[src/rtl/ttps_pkg.sv]
package ttps_pkg;

  typedef enum logic {
    REQ_PROBE = 1'b0,
    REQ_STORE = 1'b1
  } req_kind_t;

  typedef enum logic [1:0] {
    BOUND_EXACT = 2'd0,
    BOUND_LOWER = 2'd1,
    BOUND_UPPER = 2'd2
  } bound_t;

  typedef enum logic [1:0] {
    ST_CLEAR,
    ST_IDLE,
    ST_EVAL
  } state_t;

  localparam int KEY_W   = 64;
  localparam int DEPTH_W = 6;
  localparam int SCORE_W = 32;
  localparam int HINT_W  = 10;

  typedef struct packed {
    req_kind_t                  req_type;
    logic [KEY_W-1:0]           position_key;
    logic [DEPTH_W-1:0]         search_depth;
    logic signed [SCORE_W-1:0]  window_low;
    logic signed [SCORE_W-1:0]  window_high;
    logic signed [SCORE_W-1:0]  store_score;
    logic [HINT_W-1:0]          store_move;
  } req_item_t;

  typedef struct packed {
    logic                       key_match;
    logic [HINT_W-1:0]          hint_move;
    logic                       cutoff;
    logic signed [SCORE_W-1:0]  cutoff_score;
    logic                       fail_low;
    logic                       fail_high;
    logic signed [SCORE_W-1:0]  narrowed_alpha;
    logic signed [SCORE_W-1:0]  narrowed_beta;
    bound_t                     bound_kind;
  } rsp_item_t;

  // Slot contents as seen by the evaluator, move already resized to port width
  typedef struct packed {
    logic                       valid;
    logic [KEY_W-1:0]           key;
    logic [DEPTH_W-1:0]         depth;
    logic signed [SCORE_W-1:0]  score;
    bound_t                     bound;
    logic [HINT_W-1:0]          move;
  } slot_view_t;

endpackage

[src/rtl/ttps_eval.sv]
module ttps_eval (
  input  ttps_pkg::req_item_t  req,
  input  ttps_pkg::slot_view_t slot,
  output ttps_pkg::rsp_item_t  res
);
  import ttps_pkg::*;

  logic signed [SCORE_W-1:0] alpha;
  logic signed [SCORE_W-1:0] beta;
  logic signed [SCORE_W-1:0] v;
  logic le_alpha;
  logic ge_beta;
  logic crossed;
  logic hit;
  logic deep;
  logic settle;

  assign alpha    = req.window_low;
  assign beta     = req.window_high;
  assign v        = (req.req_type == REQ_STORE) ? req.store_score : slot.score;
  assign le_alpha = v <= alpha;
  assign ge_beta  = v >= beta;
  assign crossed  = alpha >= beta;
  assign hit      = slot.valid && (slot.key == req.position_key);
  assign deep     = slot.depth >= req.search_depth;

  // Cutoff when the entry is exact or the narrowed window crosses: judged from parallel compares, no chained max/min
  always_comb begin
    case (slot.bound)
      BOUND_EXACT: settle = 1'b1;
      BOUND_LOWER: settle = le_alpha ? crossed : ge_beta;
      BOUND_UPPER: settle = ge_beta ? crossed : le_alpha;
      default:     settle = crossed;
    endcase
  end

  always_comb begin
    res                = '0;
    res.narrowed_alpha = alpha;
    res.narrowed_beta  = beta;
    res.bound_kind     = BOUND_EXACT;
    if (req.req_type == REQ_STORE) begin
      if (le_alpha) begin
        res.bound_kind = BOUND_UPPER;
      end else if (ge_beta) begin
        res.bound_kind = BOUND_LOWER;
      end
      res.fail_low  = le_alpha;
      res.fail_high = ge_beta;
    end else if (hit) begin
      res.key_match  = 1'b1;
      res.hint_move  = slot.move;
      res.bound_kind = slot.bound;
      if (deep) begin
        if (slot.bound == BOUND_LOWER && !le_alpha) begin
          res.narrowed_alpha = v;
        end
        if (slot.bound == BOUND_UPPER && !ge_beta) begin
          res.narrowed_beta = v;
        end
        if (settle) begin
          res.cutoff       = 1'b1;
          res.cutoff_score = v;
          res.fail_low     = le_alpha;
          res.fail_high    = ge_beta;
        end
      end
    end
  end

endmodule
[config.mk]
export PLATFORM = sky130hd
export DESIGN_NAME = ttps_eval
export DESIGN_NICKNAME = d
export VERILOG_FILES = /design/src/rtl/ttps_pkg.sv /design/src/rtl/ttps_eval.sv
export SDC_FILE = /design/constraint.sdc
export NUM_CORES = 1
export LEC_CHECK = 0
export ABC_AREA = 1
export BUFFER_PORTS_ARGS = -buffer_cell sky130_fd_sc_hd__buf_2
export CORE_AREA = 2 2 156 158
export DETAILED_ROUTE_END_ITERATION = 10
export DIE_AREA = 0 0 158 160
export PLACE_DENSITY = 0.64
export SLEW_MARGIN = 25
export SYNTH_ARGS = -nofsm -noshare
export SYNTH_HDL_FRONTEND = slang
export SYNTH_SLANG_ARGS = --single-unit
export TNS_END_PERCENT = 20
[constraint.sdc]
create_clock -name vclk -period 3
set_clock_uncertainty 0.1 [all_clocks]
set_input_delay 0.15 -clock vclk [all_inputs]
set_output_delay 0.15 -clock vclk [all_outputs]
set_load 0.03 [all_outputs]
==> results.sh <==
export IMPL_drive_above_1_share_pct=54.12
export IMPL_tns_ns=-23.88
export IMPL_wl_mm=31.38
export IMPL_hold_viol_final=0
export IMPL_dp_hpwl_mm=22.19
export IMPL_pre_cts_slack_ns=-0.7170
export IMPL_grt_setup_unrepaired="yes"
export IMPL_coreArea_um2=23820
export IMPL_slowest_delay_ns=0.30
export IMPL_synth_xor_xnor_area_share_pct=2.529
export IMPL_fin_ws_ns=-0.3030
export IMPL_clock_power_share_pct=0
export IMPL_grt_antenna_before_repair=7
export IMPL_total_power_mw=1.614
export IMPL_cp_required_ns=2.75
export IMPL_status="finished with violations"
export IMPL_cp_start_kind="primary input"
export IMPL_ir_drop_v=0.00006784
export IMPL_synth_simple_area_share_pct=36.42
export IMPL_vias=8306
export IMPL_grt_pass1_wl_mm=42.15
export IMPL_holdWs_ns=0.5320
export IMPL_regArea_um2=0
export IMPL_syn_inst=955
export IMPL_io_buffer_count=394
export IMPL_powerDensity_nw_per_um2=150.8
export IMPL_die_w_um=158
export IMPL_worstSetupPathType="primary input to output pin"
export IMPL_busiest_layer="met2"
export IMPL_met2_usage_pct=40.59
export IMPL_violations="negative setup slack"
export IMPL_synthAdderAreaFrac_pct=24.57
export IMPL_dieArea_um2=25280
export IMPL_rows=57
export IMPL_synthMuxAreaShare_pct=0.1927
export IMPL_grt_pass1_vias=8216
export IMPL_synthTopCellsByArea="ha_1, nand2_1, inv_1"
export IMPL_post_route_period_util_pct=110.1
export IMPL_synthDistinctLibCells=37
export IMPL_slowest_stage="clkbuf_16"
export IMPL_p_leak_nw=5.946
export IMPL_ys_seq_area_share_pct=0
export IMPL_seq_power_share_pct=0
export IMPL_nClkBuffers=0
export IMPL_max_cap_violations=0
export IMPL_hold_class="primary input to output pin"
export IMPL_synth_compound_area_share_pct=19.75
export IMPL_viasPerCell=4.685
export IMPL_end_kind="output pin"
export IMPL_period_minus_slack_ns=3.303
export IMPL_finalSetupViolCount=101
export IMPL_grt_ovfl_total=0
export IMPL_final_max_slew_viol_count=0
export IMPL_critPathBufInv=9
export IMPL_cp_arrival_ns=3.05
export IMPL_drc=0
export IMPL_area_growth_syn_to_layout_pct=106.1
export IMPL_cp_max_fo=8
export IMPL_ys_warn_count=0
export IMPL_syn_area_per_cell_um2=5.440
export IMPL_crit_family="simple AND/OR/NAND/NOR gates"
export IMPL_grt_total_usage_pct=21.10
export IMPL_grt_max_degree=63
export IMPL_holdBufCountCts=0
export IMPL_n_sequential_cell=0
export IMPL_synth_largest_area_cell="ha_1"
export IMPL_tightest_slew_ns=0.5134
export IMPL_met1_usage_pct=24.40
export IMPL_met3_usage_pct=3.501
export IMPL_power_frac_comb_pct=100.0
export IMPL_die_height_um=160
export IMPL_dp_cells=1717
export IMPL_synth_nets=1349
export IMPL_p_sw_share_pct=54.12
export IMPL_syn_cell_area_um2=5195
export IMPL_nets=1841
export IMPL_synth_top_family_by_area="simple AND/OR/NAND/NOR gates"
export IMPL_p_sw_mw=0.8737
export IMPL_finalNonFillerCells=1773
export IMPL_dr_first_iter_drc_count=324
export IMPL_yosys_area_top_type_share_pct=24.57
export IMPL_first_pass_iters=5
export IMPL_finalInstanceArea_um2=10710
export IMPL_maxSlewHeadroom_pct=65.65
export IMPL_wl_per_cell_um=17.70
export IMPL_crit_chain="buf_12 > inv_12 > buf_8 > or2_2 > o21ai_2 > inv_1 > ha_1 > nand2_1 > nor2_2 > nand4_1 > inv_2 > nand3_4 > inv_2 > nand2_2 > nand3_2 > nand2_2 > nor2_4 > buf_6 > nand3_4 > clkbuf_16 > o21ai_4 > buf_6"
export IMPL_ant_nets=0
export IMPL_dpl_instance_area_um2=8074
export IMPL_gp_congestion=0.9130
export IMPL_max_freq_ghz=0.3028
export IMPL_start_util_pct=21.81
export IMPL_postLayoutCoreUtil_pct=44.96
export IMPL_io_pin_count=404
export IMPL_p_int_mw=0.7407
-- tightest hold or removal path, stage by stage --
cell	delay, ns
buf_2	0.09
inv_1	0.04
nor2_1	0.03
buf_2	0.16
-- synth_stat cells (2+ instances only) --
master and count:
nand3_1 14, o21ai_0 108, nand4_1 17, clkbuf_1 9, inv_1 197, xor2_1 13
nand3_4 2, nor2_2 20, buf_6 3, ha_1 102, o21a_1 6, nor4_1 2
nor3_1 6, nand2_1 232, nand3_2 3, o22ai_1 14, buf_2 9, nor2_1 80
o21ai_1 7, xnor2_1 2, nand2_2 2, a211oi_1 2, or2_2 40, a21oi_1 48
a21o_1 4, o211ai_1 2
-- what timing repair did --
| item | in CTS | in global routing |
|---|---|---|
| gates resized for setup | 340 | 183 |
| endpoints found under the setup margin | 101 | 101 |
| cloned | 10 | 8 |
| pin swaps | 13 | 30 |
| buffers inserted | 29 | 8 |
-- kinds of logic after synthesis --
group | after synthesis
and+or+nand+nor | 424
buffers and inverters | 220
AOI/OAI and AO/OA | 193
adders and majority gates | 102
xor gates and xnor gates | 15
muxes | 1
-- layout by cell type, fill, tap and decap left out, types with 3 or more instances in the layout --
cell         n
ha_4        27
a21o_1       4
clkbuf_16    5
o21ai_0     21
ha_1        75
inv_1      175
nand4_1     17
a21oi_1     36
nor3_1       3
nand2_1    205
nor3_2       3
a21oi_2      9
o21ai_1     14
o21a_1       6
buf_12      14
nor2_2       6
nand3_2      4
nand2_2     26
o21ai_4     12
xor2_1      13
nor2_1      60
o21ai_2     68
nor2_4      35
or2_2       30
buf_4       88
nand3_4      7
inv_2       22
o22ai_1     12
or2_4       10
diode_2      4
a21oi_4      3
buf_6      101
nand2_4      3
nand3_1      8
buf_2      292
buf_16       7
-- layout make-up --
| type | count | area, um^2 |
|---|---|---|
| fillers | 2389 | 13110 |
| multi-input cells | 735 | 5579 |
| repair buffers | 511 | 3953 |
| inverters | 198 | 755.7 |
| well taps | 324 | 405.4 |
| diodes | 4 | 10.01 |
| repair inverters | 1 | 6.256 |
-- path summary, 6_finish.rpt --
check	cells after the start	endpoint	startpoint	slack, ns
max	22	res[6]	req[176]	-0.30
min	4	res[102]	slot[1]	0.53
-- power groups by stage --
stage	Sequential (mW)	Clock, mW	Combinational [mW]
5_1_grt	0	0.0000000893	1.76
3_3_place_gp	0	0	1.19
4_1_cts	0	0	1.42
2_1_floorplan	0	0	0.659
3_5_place_dp	0	0	1.20
6_report	0	0.000000179	1.61
-- per-layer routing --
| layer | routed length (um) | up-vias |
|---|---|---|
| li1 | - | 4061 |
| met4 | 903 | 8 |
| met1 | 12020 | 3785 |
| met2 | 16220 | 373 |
| met5 | 53 | - |
| met3 | 2177 | 79 |
Note: power is estimated with default switching activity, not from simulation.
